### src/cnv_pkg.sv
// Shared constants, codes and types for the multi-kernel convolution block.
// No dependencies; compiled first.
package cnv_pkg;

  localparam int MAX_WIDTH       = 256;
  localparam int MAX_HALF_WINDOW = 3;
  localparam int MAX_KERNELS     = 8;
  localparam int DATA_BITS       = 16;
  localparam int FRAC_BITS       = 8;
  localparam int SIDE            = 2 * MAX_HALF_WINDOW + 1;
  localparam int TAPS            = SIDE * SIDE;
  localparam int LINES           = 2 * MAX_HALF_WINDOW;
  localparam int COL_BITS        = $clog2(MAX_WIDTH);
  localparam int SIZE_BITS       = COL_BITS + 1;
  localparam int KSEL_BITS       = $clog2(MAX_KERNELS);
  localparam int KCNT_BITS       = KSEL_BITS + 1;
  localparam int TAP_BITS        = $clog2(TAPS);
  localparam int SPAN_BITS       = 3;
  localparam int ACT_BITS        = 15;
  localparam int PROD_BITS       = 2 * DATA_BITS;
  localparam int ROW_SUM_BITS    = PROD_BITS + 3;
  localparam int ACC_BITS        = ROW_SUM_BITS + 5;
  localparam int CFG_DATA_BITS   = 9;
  localparam int CFG_IDX_BITS    = 2;
  localparam int QUEUE_DEPTH     = 2;

  // Opcodes of an input transaction
  localparam logic [1:0] OP_WEIGHT   = 2'd0;
  localparam logic [1:0] OP_BIAS     = 2'd1;
  localparam logic [1:0] OP_PIXEL    = 2'd2;
  localparam logic [1:0] OP_RESERVED = 2'd3;

  // Configuration register indexes
  localparam logic [CFG_IDX_BITS-1:0] CFG_PADDED_WIDTH  = 2'd0;
  localparam logic [CFG_IDX_BITS-1:0] CFG_PADDED_HEIGHT = 2'd1;
  localparam logic [CFG_IDX_BITS-1:0] CFG_HALF_WINDOW   = 2'd2;
  localparam logic [CFG_IDX_BITS-1:0] CFG_KERNELS       = 2'd3;

  typedef logic signed [DATA_BITS-1:0] sample_t;

  // Weight or bias write towards the back end
  typedef struct packed {
    logic                 weight_we;
    logic                 bias_we;
    logic [KSEL_BITS-1:0] ksel;
    logic [TAP_BITS-1:0]  tap;
    sample_t              value;
  } load_t;

  // One window position to be evaluated for all kernels in use
  typedef struct packed {
    sample_t [TAPS-1:0]   taps;
    logic [SPAN_BITS-1:0] span;
    logic [KCNT_BITS-1:0] nk;
    logic [7:0]           row;
    logic [7:0]           col;
  } job_t;

endpackage

### src/cnv_queue.sv
// Two-entry queue of window positions between front and back end.
// Depends on cnv_pkg.
module cnv_queue (
  input  logic          clk_i,
  input  logic          rst_ni,
  input  logic          push_i,
  input  cnv_pkg::job_t data_i,
  output logic          full_o,
  output logic          empty_o,
  input  logic          pop_i,
  output cnv_pkg::job_t data_o
);

  localparam int PW = $clog2(cnv_pkg::QUEUE_DEPTH);
  localparam int CW = $clog2(cnv_pkg::QUEUE_DEPTH + 1);

  cnv_pkg::job_t  mem_q [cnv_pkg::QUEUE_DEPTH];
  logic [PW-1:0]  wr_ptr_q, rd_ptr_q;
  logic [CW-1:0]  count_q;

  assign full_o  = (count_q == CW'(cnv_pkg::QUEUE_DEPTH));
  assign empty_o = (count_q == '0);
  assign data_o  = mem_q[rd_ptr_q];

  // Store entries
  always_ff @(posedge clk_i) begin
    if (push_i) mem_q[wr_ptr_q] <= data_i;
  end

  // Advance pointers and count
  always_ff @(posedge clk_i or negedge rst_ni) begin
    if (!rst_ni) begin
      wr_ptr_q <= '0;
      rd_ptr_q <= '0;
      count_q  <= '0;
    end else begin
      if (push_i) wr_ptr_q <= (wr_ptr_q == PW'(cnv_pkg::QUEUE_DEPTH - 1)) ? '0 : wr_ptr_q + 1'b1;
      if (pop_i)  rd_ptr_q <= (rd_ptr_q == PW'(cnv_pkg::QUEUE_DEPTH - 1)) ? '0 : rd_ptr_q + 1'b1;
      if (push_i && !pop_i) count_q <= count_q + 1'b1;
      else if (pop_i && !push_i) count_q <= count_q - 1'b1;
    end
  end

  a_no_overflow: assert property (@(posedge clk_i) disable iff (!rst_ni)
    push_i |-> !full_o || pop_i)
    else $error("push into full queue");

  a_no_underflow: assert property (@(posedge clk_i) disable iff (!rst_ni)
    pop_i |-> !empty_o)
    else $error("pop from empty queue");

endmodule

### config.mk
export PLATFORM = sky130hd
export DESIGN_NAME = cnv_queue
export DESIGN_NICKNAME = d
export VERILOG_FILES = /design/src/cnv_pkg.sv /design/src/cnv_queue.sv
export SDC_FILE = /design/constraint.sdc
export NUM_CORES = 1
export LEC_CHECK = 0
export BUFFER_PORTS_ARGS = -buffer_cell sky130_fd_sc_hd__buf_2
export CORE_AREA = 2 2 632 634
export CTS_CLUSTER_DIAMETER = 60
export DETAILED_ROUTE_END_ITERATION = 7
export DIE_AREA = 0 0 634 636
export PLACE_DENSITY = 0.32
export SLEW_MARGIN = 0
export SYNTH_ARGS = -nofsm -noshare
export SYNTH_HDL_FRONTEND = slang
export SYNTH_SLANG_ARGS = --single-unit
### constraint.sdc
create_clock -name clk_i -period 61.4 [get_ports clk_i]
set_input_delay 6.14 -clock clk_i [delete_from_list [all_inputs] [get_ports clk_i]]
set_output_delay 6.14 -clock clk_i [all_outputs]
set_load 0.02 [all_outputs]
==> results of run 1 <==
==> layout make-up <==
cell class | count | area (um^2)
Clock buffer | 260 | 5700
Multi-Input combinational cell | 818 | 9930
Timing Repair Buffer | 1661 | 8460
Inverter | 1 | 3.75
Tap cell | 5265 | 6590
Sequential cell | 1618 | 48600
Antenna cell | 41 | 103
Clock inverter | 144 | 1840
Fill cell | 42311 | 316000
==> routing by layer <==
layer  GRT usage  vias up
li1            -    13874
met1       0.134    16420
met2       0.221     1611
met3      0.0536      797
met4      0.0369      126
met5           0        -
==> power by group through the flow <==
stage	Clock (uW)	Sequential [uW]	Combinational, uW
after floorplan	0	1800	839
final	1330	1530	1360
after CTS	1380	1530	1420
after global placement	0	1550	1410
after global routing	1410	1540	1450
after detailed placement	0	1550	1410
==> flip-flops by register name (all words and copies together) (netlist names) <==
signal / cells
count_q: 2
rd_ptr_q: 1
mem_q: 1614
wr_ptr_q: 1
==> kinds of logic after synthesis <==
group | after synthesis | synth area share
xor gates and xnor gates | 5 | 0.000740
adders and majority gates | 1 | 0.000211
buffers and inverters | 91 | 0.0123
DFF | 1618 | 0.820
muxes | 807 | 0.166
and+or+nand+nor | 5 | 0.000444
==> critical path: stages, from the launching register on <==
cell and delay, ns:
dfrtp_4 0.94, buf_4 0.75, buf_4 0.67, buf_4 0.82, buf_4 0.63, buf_4 0.89
mux2_2 0.43, buf_2 0.16
==> cells in the mapped netlist <==
| cell type | count |
|---|---|
| and2_1 | 1 |
| buf_2 | 15 |
| buf_4 | 52 |
| buf_6 | 23 |
| dfrtp_1 | 4 |
| edfxtp_1 | 1614 |
| ha_1 | 1 |
| inv_1 | 1 |
| mux2_2 | 607 |
| mux2_4 | 200 |
| nor2_1 | 2 |
| nor2b_1 | 2 |
| xnor2_1 | 1 |
| xor2_1 | 4 |
==> final timing paths <==
check,start,to,depth (start not counted)
min in group asynchronous,rst_ni,count_q[1]$_DFFE_PN0P_,1
max,rd_ptr_q$_DFFE_PN0P_,data_o[260],7
max reg2reg,wr_ptr_q$_DFFE_PN0P_,mem_q[1][640]$_DFFE_PP_,5
max in group asynchronous,rst_ni,rd_ptr_q$_DFFE_PN0P_,1
min,count_q[1]$_DFFE_PN0P_,count_q[1]$_DFFE_PN0P_,1
min reg2reg,count_q[1]$_DFFE_PN0P_,count_q[1]$_DFFE_PN0P_,1
==> through the flow <==
step                hold WS, ns  setup WS, ns  utilization  power (uW)
CTS                       0.494         48.44        0.204        4320
floorplan                 0.455         18.61            -        2640
global placement          0.482         49.57        0.185        2960
finish                    0.488         48.67        0.204        4220
global route              0.520         48.22        0.204        4400
detailed placement        0.486         49.50        0.185        2960
==> impl_metrics.toml, run 1 <==
[sta]
tightest_slew_ns = 1.16
max_clock_freq_mhz = 78.5
slew_headroom = 0.226
hold_viol_final = 0
finalSetupViolCount = 0
final_max_slew_viol_count = 0
min_period_ns = 12.73
skew_ns = 0.0637
setup_tns_ns = 0
rsz0062_at_grt = "false"
fin_crit_sh = 0.207

[yosys]
ys_ff_latch = 1618
synth.distinct_cells = 14
syn_nets = 3339
synth_area_mm2 = 0.0592
synth_top_area_frac = 0.818
yosys-top-cells-area = "edfxtp_1, mux2_2, mux2_4, buf_4, buf_6"
yosysSeqAreaShare = 0.820
post_synth.cell_area_avg_um2 = 23.4
yosysTopAreaCell = "edfxtp_1"
yosys_warnings = 0
syn_inst = 2527

[power]
swShare = 0.350
combPwrFrac = 0.323
seqPwrFrac = 0.362
pwr_density_cell_mw_per_mm2 = 51.9
p_int_uw = 2740
p_clk_frac = 0.315
peakVddDrop_mv = 0.0270
p_switching_uw = 1480
p_leak_uw = 0.0295

[floorplanning]
chipWidth_um = 634
chipHeight_um = 636
start_util = 0.149
core_area_mm2 = 0.397
row_count = 232
dieArea_mm2 = 0.403
io_pins = 1620

[placed_design]
dpl_cell_area_mm2 = 0.0735
place_inst = 9363
port_buffers = 1619
routabilityCongestion = 0.843
post-dp-hpwl_mm = 207

[global_route]
overflow = 0
grt_max_degree = 121
grt_pass1_vias = 33815
track_usage = 0.125
antenna_found_initial = 296
grt_pass1_wl_mm = 335

[route]
viasPerCell = 3.35
wl_met2_mm = 131
wl_per_cell_um = 26.8
post-route-drc-count = 0
firstDrtPassIters = 5
top_layer_used = "met5"
ant_nets = 0
wl_met1_mm = 95.4
wl_mm = 263
wl_met3_mm = 26.0
vias = 32828
drt_iter0_markers = 1841

[worst_setup_path]
critPathArrivalTime_ns = 6.59
startpoint_type = "flop"
cp_max_fo = 68
critPathCaptureType = "primary output"
required_ns = 55.26
crit_type = "reg2out"
rrSetupSlack_ns = 56.70

[finish]
stdcell_area_mm2 = 0.0812
stdcell_count = 9808
syn_to_final_growth_pct = 37.1
final_cell_mix = "buf_2, edfxtp_1, mux2_2"
drive_above_1_share = 0.621
final_common_cell = "buf_2"
nets = 5133

[status]
outcome = "finished clean"

[cts]
hold_buffers = 0
clk_latency_ns = 0.91
cts_tree = "done"
clkSinkCount = 1618
numCtsBuffers = 221
h-tree-depth = 4
clock_path_buffers = 4
path_clk_slew_ns = 0.06
cts-root-buf = "clkbuf_16"
post_cts_buffers = 0
cts-resized-gates = 0

[min_path]
hold_class = "reg2reg"

[job]
drv_cap = 0
Note: power is estimated with default switching activity, not from simulation.
==> inputs of run 2 (changes only) <==
--- a/config.mk
+++ b/config.mk
@@ -5,12 +5,13 @@
 export SDC_FILE = /design/constraint.sdc
 export NUM_CORES = 1
 export LEC_CHECK = 0
+export ABC_AREA = 1
 export BUFFER_PORTS_ARGS = -buffer_cell sky130_fd_sc_hd__buf_2
-export CORE_AREA = 2 2 632 634
+export CORE_AREA = 2 2 626 628
 export CTS_CLUSTER_DIAMETER = 60
 export DETAILED_ROUTE_END_ITERATION = 7
-export DIE_AREA = 0 0 634 636
-export PLACE_DENSITY = 0.32
+export DIE_AREA = 0 0 628 630
+export PLACE_DENSITY = 0.33
 export SLEW_MARGIN = 0
 export SYNTH_ARGS = -nofsm -noshare
 export SYNTH_HDL_FRONTEND = slang
==> constraint.sdc (replaced) <==
create_clock -name clk_i -period 10.8 [get_ports clk_i]
set_input_delay 1.08 -clock clk_i [delete_from_list [all_inputs] [get_ports clk_i]]
set_output_delay 1.08 -clock clk_i [all_outputs]
set_load 0.02 [all_outputs]
==> run 2 against run 1 <==
  * Flip-flop and latch count unchanged
  * Critical path type unchanged
  * Combinational power rose to 5.8 times the previous value
  * Largest cell class unchanged
  * Clock skew fell by 0.018 ns
  * Highest routed layer unchanged
==> impl_metrics.toml, run 2 <==
[yosys]
syn_inst = 2536
synth_enable_flop_cells = 1614
synth_top_family_by_area = "multiplexers"
yosys-top-cells-area = "edfxtp_1, mux2_2, mux2_4, buf_4, buf_6"
synth.distinct_cells = 15
synth-simple-area-share = 0.000697
synth_compound_area_frac = 0
syn_nets = 3348
synth_top_area_frac = 0.818
ys.flop_type = "edfxtp_1"
synth_area_mm2 = 0.0592
yosysTopAreaCell = "edfxtp_1"
synth.area.mux_share = 0.166
synth_xor_area_frac = 0.000444
synth_fa_ha_area_frac = 0.000211
yosys_warnings = 0
synth-async-reset-ratio = 0.00247
post_synth.cell_area_avg_um2 = 23.4
synthTopCellsByCount = "edfxtp_1, mux2_2, mux2_4"
synth_most_common_cell = "edfxtp_1"
ys_ff_latch = 1618
yosysSeqAreaShare = 0.820

[cts]
clk_latency_ns = 0.92
path_clk_slew_ns = 0.06
cts-resized-gates = 0
clkSinkCount = 1618
h-tree-depth = 4
cts_tree = "done"
cts-root-buf = "clkbuf_16"
clock_path_buffers = 4
numCtsBuffers = 229

[min_path]
min_delay_path_depth = 1
hold_class = "in2reg"
hold_end = "mem_q[0][297]$_DFFE_PP_"
hp-start = "data_i[297]"

[route]
wl_mm = 263
ant_nets = 0
wl_per_cell_um = 27.0
post-route-drc-count = 0
viasPerCell = 3.36
firstDrtPassIters = 5
drt_iter0_markers = 1990
vias = 32777

[finish]
stdcell_area_mm2 = 0.0812
top_register = "mem_q"
final_common_cell = "buf_2"
nets = 5135
top_regs = "mem_q (1614), count_q (2)"
utilization = 0.209
drive_above_1_share = 0.622
syn_to_final_growth_pct = 37.1
largest_register_ffs = 1614
fillerInstances = 41140
final_cell_mix = "buf_2, edfxtp_1, mux2_2"

[worst_setup_path]
rrSetupSlack_ns = 7.36
cp_max_fo = 113
r2r-end = "mem_q[1][708]$_DFFE_PP_"
critPathArrivalTime_ns = 4.17
required_ns = 9.72
worst_path_max_delay_cell = "buf_4"
cpPeakStageDelay_ns = 0.97
startpoint_type = "flop"
critPathCaptureType = "primary output"
crit_type = "reg2out"
r2r_cells = 4
path_cells = "buf_12 > buf_4 > mux2_2 > buf_2"
worstReg2RegStart = "wr_ptr_q$_DFFE_PN0P_"

[global_route]
overflow = 0
grt_pass1_wl_mm = 337
grt_max_degree = 136
antenna_found_initial = 286
grt_pass1_vias = 33844
track_usage = 0.127

[power]
pwr_density_cell_mw_per_mm2 = 295
seqPwrFrac = 0.359
p_clk_frac = 0.314
peakVddDrop_mv = 0.163
p_int_uw = 15500
combPwrFrac = 0.327
swShare = 0.352
p_switching_uw = 8440
p_leak_uw = 0.0295

[placed_design]
port_buffers = 1619
post-dp-hpwl_mm = 203
routabilityCongestion = 0.868
dpl_cell_area_mm2 = 0.0736

[floorplanning]
start_util = 0.153
io_pins = 1620
chipWidth_um = 628
core_area_mm2 = 0.388
row_count = 229
chipHeight_um = 630
dieArea_mm2 = 0.396

[job]
drv_cap = 0

[sta]
skew_ns = 0.0455
fin_crit_sh = 0.486
rsz0062_at_grt = "false"
final_max_slew_viol_count = 0
max_clock_freq_mhz = 191
hold_viol_final = 0
min_period_ns = 5.25
tightest_slew_ns = 1.24
finalSetupViolCount = 0
slew_headroom = 0.172

[status]
outcome = "finished clean"
-- run 2: changes by cell type after synthesis, sizes merged --
| cell | change |
|---|---|
| nor2b | -2 |
| xor2 | -2 |
| and2 | -1 |
| nand4 | +1 |
| nor2 | +1 |
| inv | +6 |
| nand3 | +1 |
| nand2 | +5 |
-- run 2: how the worst max path moves through the flow --
stage | start | end | slack (ns) | depth (start not counted)
after floorplan | push_i | mem_q[1][0]$_DFFE_PP_ | -2.90 | 2
after global placement | push_i | mem_q[1][580]$_DFFE_PP_ | 6.36 | 6
after detailed placement | push_i | mem_q[1][585]$_DFFE_PP_ | 6.35 | 6
after CTS | rd_ptr_q$_DFFE_PN0P_ | data_o[493] | 5.40 | 4
after global routing | rd_ptr_q$_DFFE_PN0P_ | data_o[532] | 5.29 | 4
final | rd_ptr_q$_DFFE_PN0P_ | data_o[532] | 5.55 | 4
-- run 2: kinds of logic after synthesis --
group / count (synthesis)
flip-flops: 1618
multiplexers: 807
buffers and inverters: 97
AND/OR/NAND/NOR: 10
XOR/XNOR: 3
adder cells (fa/ha/maj): 1
-- run 2: power groups by stage --
stage | clock, uW | combinational [uW] | sequential, uW
floorplan | 0 | 4770 | 9280
global placement | 0 | 8200 | 8700
detailed placement | 0 | 8170 | 8730
CTS | 7810 | 8200 | 8600
global route | 8040 | 8310 | 8700
finish | 7520 | 7840 | 8590
-- run 2: metrics by stage --
step,setup slack [ns],hold WS (ns),power (uW),setup TNS (ns),cells
global route,5.29,0.257,25000,0,9717
detailed placement,6.35,0.518,16900,0,9288
CTS,5.40,0.213,24600,0,9705
global placement,6.36,0.505,16900,0,9288
floorplan,-2.90,0.463,14100,-4459.68,2536
finish,5.55,0.349,24000,0,9755
-- run 2: metal layers --
| metal | track usage | up-vias | share of wire | wire length [um] |
|---|---|---|---|---|
| met1 | 0.130 | 16489 | 0.35 | 92400 |
| li1 | - | 13911 | - | - |
| met4 | 0.0294 | 150 | 0.027 | 7220 |
| met2 | 0.232 | 1542 | 0.52 | 136000 |
| met3 | 0.0613 | 685 | 0.10 | 27100 |
| met5 | 0 | - | 0.0038 | 998 |
-- run 2: critical path: cells and delay by family, from the launching register on --
family | cells | cell delay (ns)
buffers and inverters | 3 | 1.65
DFF | 1 | 0.78
muxes | 1 | 0.46
-- run 2: final cells by class --
cell class / instances / area, um^2 / share of cell area
Timing Repair Buffer: 1646 / 8520 / 0.105
Inverter: 7 / 42.5 / 0.000524
Clock inverter: 149 / 1680 / 0.0206
Sequential cell: 1618 / 48600 / 0.598
Antenna cell: 50 / 125 / 0.00154
Tap cell: 5197 / 6500 / 0.0800
Clock buffer: 267 / 5870 / 0.0723
Multi-Input combinational cell: 821 / 9930 / 0.122
-- run 2: timing repair --
action | 4_1_cts | 5_1_grt
hold endpoints to repair | 4 | 0
buffers inserted | 0 | 0
hold buffers | 1 | 0
==> inputs of run 3 (changes only) <==
--- a/config.mk
+++ b/config.mk
@@ -5,13 +5,13 @@
 export SDC_FILE = /design/constraint.sdc
 export NUM_CORES = 1
 export LEC_CHECK = 0
-export ABC_AREA = 1
+export ABC_AREA = 0
 export BUFFER_PORTS_ARGS = -buffer_cell sky130_fd_sc_hd__buf_2
-export CORE_AREA = 2 2 626 628
+export CORE_AREA = 2 2 631 633
 export CTS_CLUSTER_DIAMETER = 60
 export DETAILED_ROUTE_END_ITERATION = 7
-export DIE_AREA = 0 0 628 630
-export PLACE_DENSITY = 0.33
+export DIE_AREA = 0 0 633 635
+export PLACE_DENSITY = 0.32
 export SLEW_MARGIN = 0
 export SYNTH_ARGS = -nofsm -noshare
 export SYNTH_HDL_FRONTEND = slang
==> constraint.sdc (replaced) <==
create_clock -name clk_i -period 5 [get_ports clk_i]
set_input_delay 0.5 -clock clk_i [delete_from_list [all_inputs] [get_ports clk_i]]
set_output_delay 0.5 -clock clk_i [all_outputs]
set_load 0.02 [all_outputs]
==> run 3 against run 2 <==
  * Count of clock-buffer cells in the layout shrank 9
  * First-iteration DRC count shrank 1.2%
  * Total power grew 110%
  * Combinational power grew 120%
==> impl_metrics.toml, run 3 (synthesized netlist as in run 1, its figures left out) <==
[placed_design]
post-place-ws_ns = 2.05
routabilityCongestion = 0.872
post-dp-hpwl_mm = 199
port_buffers = 1619

[worst_setup_path]
critPathArrivalTime_ns = 3.21
required_ns = 4.50
cp_max_fo = 29
worstReg2RegStart = "wr_ptr_q$_DFFE_PN0P_"
startpoint_type = "flop"
crit_type = "reg2out"
startpoint = "rd_ptr_q$_DFFE_PN0P_"
critPathCaptureType = "primary output"
r2r_cells = 3
r2r-end = "mem_q[1][666]$_DFFE_PP_"
rrSetupSlack_ns = 2.57

[cts]
cts-resized-gates = 0
numCtsBuffers = 222
clk_latency_ns = 0.88
h-tree-depth = 4
hold_buffers = 811
path_clk_slew_ns = 0.06
cts-root-buf = "clkbuf_16"
post_cts_buffers = 0
clock_path_buffers = 4
clkSinkCount = 1618
cts_tree = "done"

[sta]
slew_headroom = 0.340
final_max_slew_viol_count = 0
setup_ws_ns = 1.29
skew_ns = 0.0406
tightest_slew_ns = 0.989
max_clock_freq_mhz = 270
rsz0062_at_grt = "false"
setup_tns_ns = 0
finalSetupViolCount = 0
min_period_ns = 3.71
fin_crit_sh = 0.741
hold_viol_final = 0

[floorplanning]
start_util = 0.150
chipWidth_um = 633
dieArea_mm2 = 0.402
chipHeight_um = 635
io_pins = 1620
row_count = 231
core_area_mm2 = 0.395

[min_path]
hold_class = "in2reg"
min_delay_path_depth = 2
hp-start = "data_i[64]"
hold_end = "mem_q[0][64]$_DFFE_PP_"

[power]
pwr_density_cell_mw_per_mm2 = 576
peakVddDrop_mv = 0.280
power_uw = 51500
p_leak_uw = 0.0330

[route]
drt_iter0_markers = 1967
wl_per_cell_um = 24.1
firstDrtPassIters = 5
vias = 35435
wl_mm = 256
post-route-drc-count = 0
viasPerCell = 3.34
ant_nets = 0

[global_route]
grt_pass1_wl_mm = 339
grt_pass1_vias = 37684
grt_max_degree = 90
track_usage = 0.122
antenna_found_initial = 121
overflow = 0

[finish]
largest_register_ffs = 1614
top_register = "mem_q"
final_common_cell = "buf_2"
final_cell_mix = "buf_2, edfxtp_1, dlygate4sd3_1"
syn_to_final_growth_pct = 51.0
drive_above_1_share = 0.532
top_regs = "mem_q (1614), count_q (2)"
nets = 5981

[status]
outcome = "finished clean"

[job]
drv_cap = 0
## run 3: per-layer routing
layer / global-route usage / wire, um
met1: 0.147 / 104000
met2: 0.212 / 126000
met3: 0.0376 / 19600
met4: 0.0280 / 6020
met5: 0 / 157
## run 3: critical path: stages, from the launching register on
cell and delay, ns:
dfrtp_4 0.93, buf_12 0.31, buf_4 0.40, mux2_2 0.39, buf_2 0.16
## run 3: how the worst max path moves through the flow
stage	depth (start not counted)	end	slack, ns
after floorplan	1	mem_q[0][0]$_DFFE_PP_	-7.98
after global placement	4	data_o[786]	2.09
after detailed placement	4	data_o[793]	2.05
after CTS	4	data_o[793]	1.02
after global routing	4	data_o[786]	1.01
final	4	data_o[764]	1.29
## run 3: final cells by class
type,instances,area [um^2]
fill,41780,305000
tap,5242,6560
multi-input combinational,818,9930
sequential,1618,48600
clock buffer,258,5730
timing repair buffer,2508,17200
clock inverter,147,1390
antenna,30,75.1
inverter,1,3.75
## run 3: where the power goes
| part | internal (uW) | switching [uW] | total (uW) |
|---|---|---|---|
| logic | 6350 | 11200 | 17500 |
| clock network | 9080 | 6300 | 15400 |
| registers | 18000 | 626 | 18600 |
| total | 33400 | 18100 | 51500 |
## run 3: stage by stage
stage               instances  hold slack (ns)  utilization  instance area [um^2]
finish                  10622            0.342        0.227                 89400
global route            10605            0.258        0.226                 89400
CTS                     10592            0.202        0.226                 89400
detailed placement       9376            0.322        0.188                 74100
global placement         9376            0.316        0.188                 74100
floorplan                2527            0.204            -                 59200
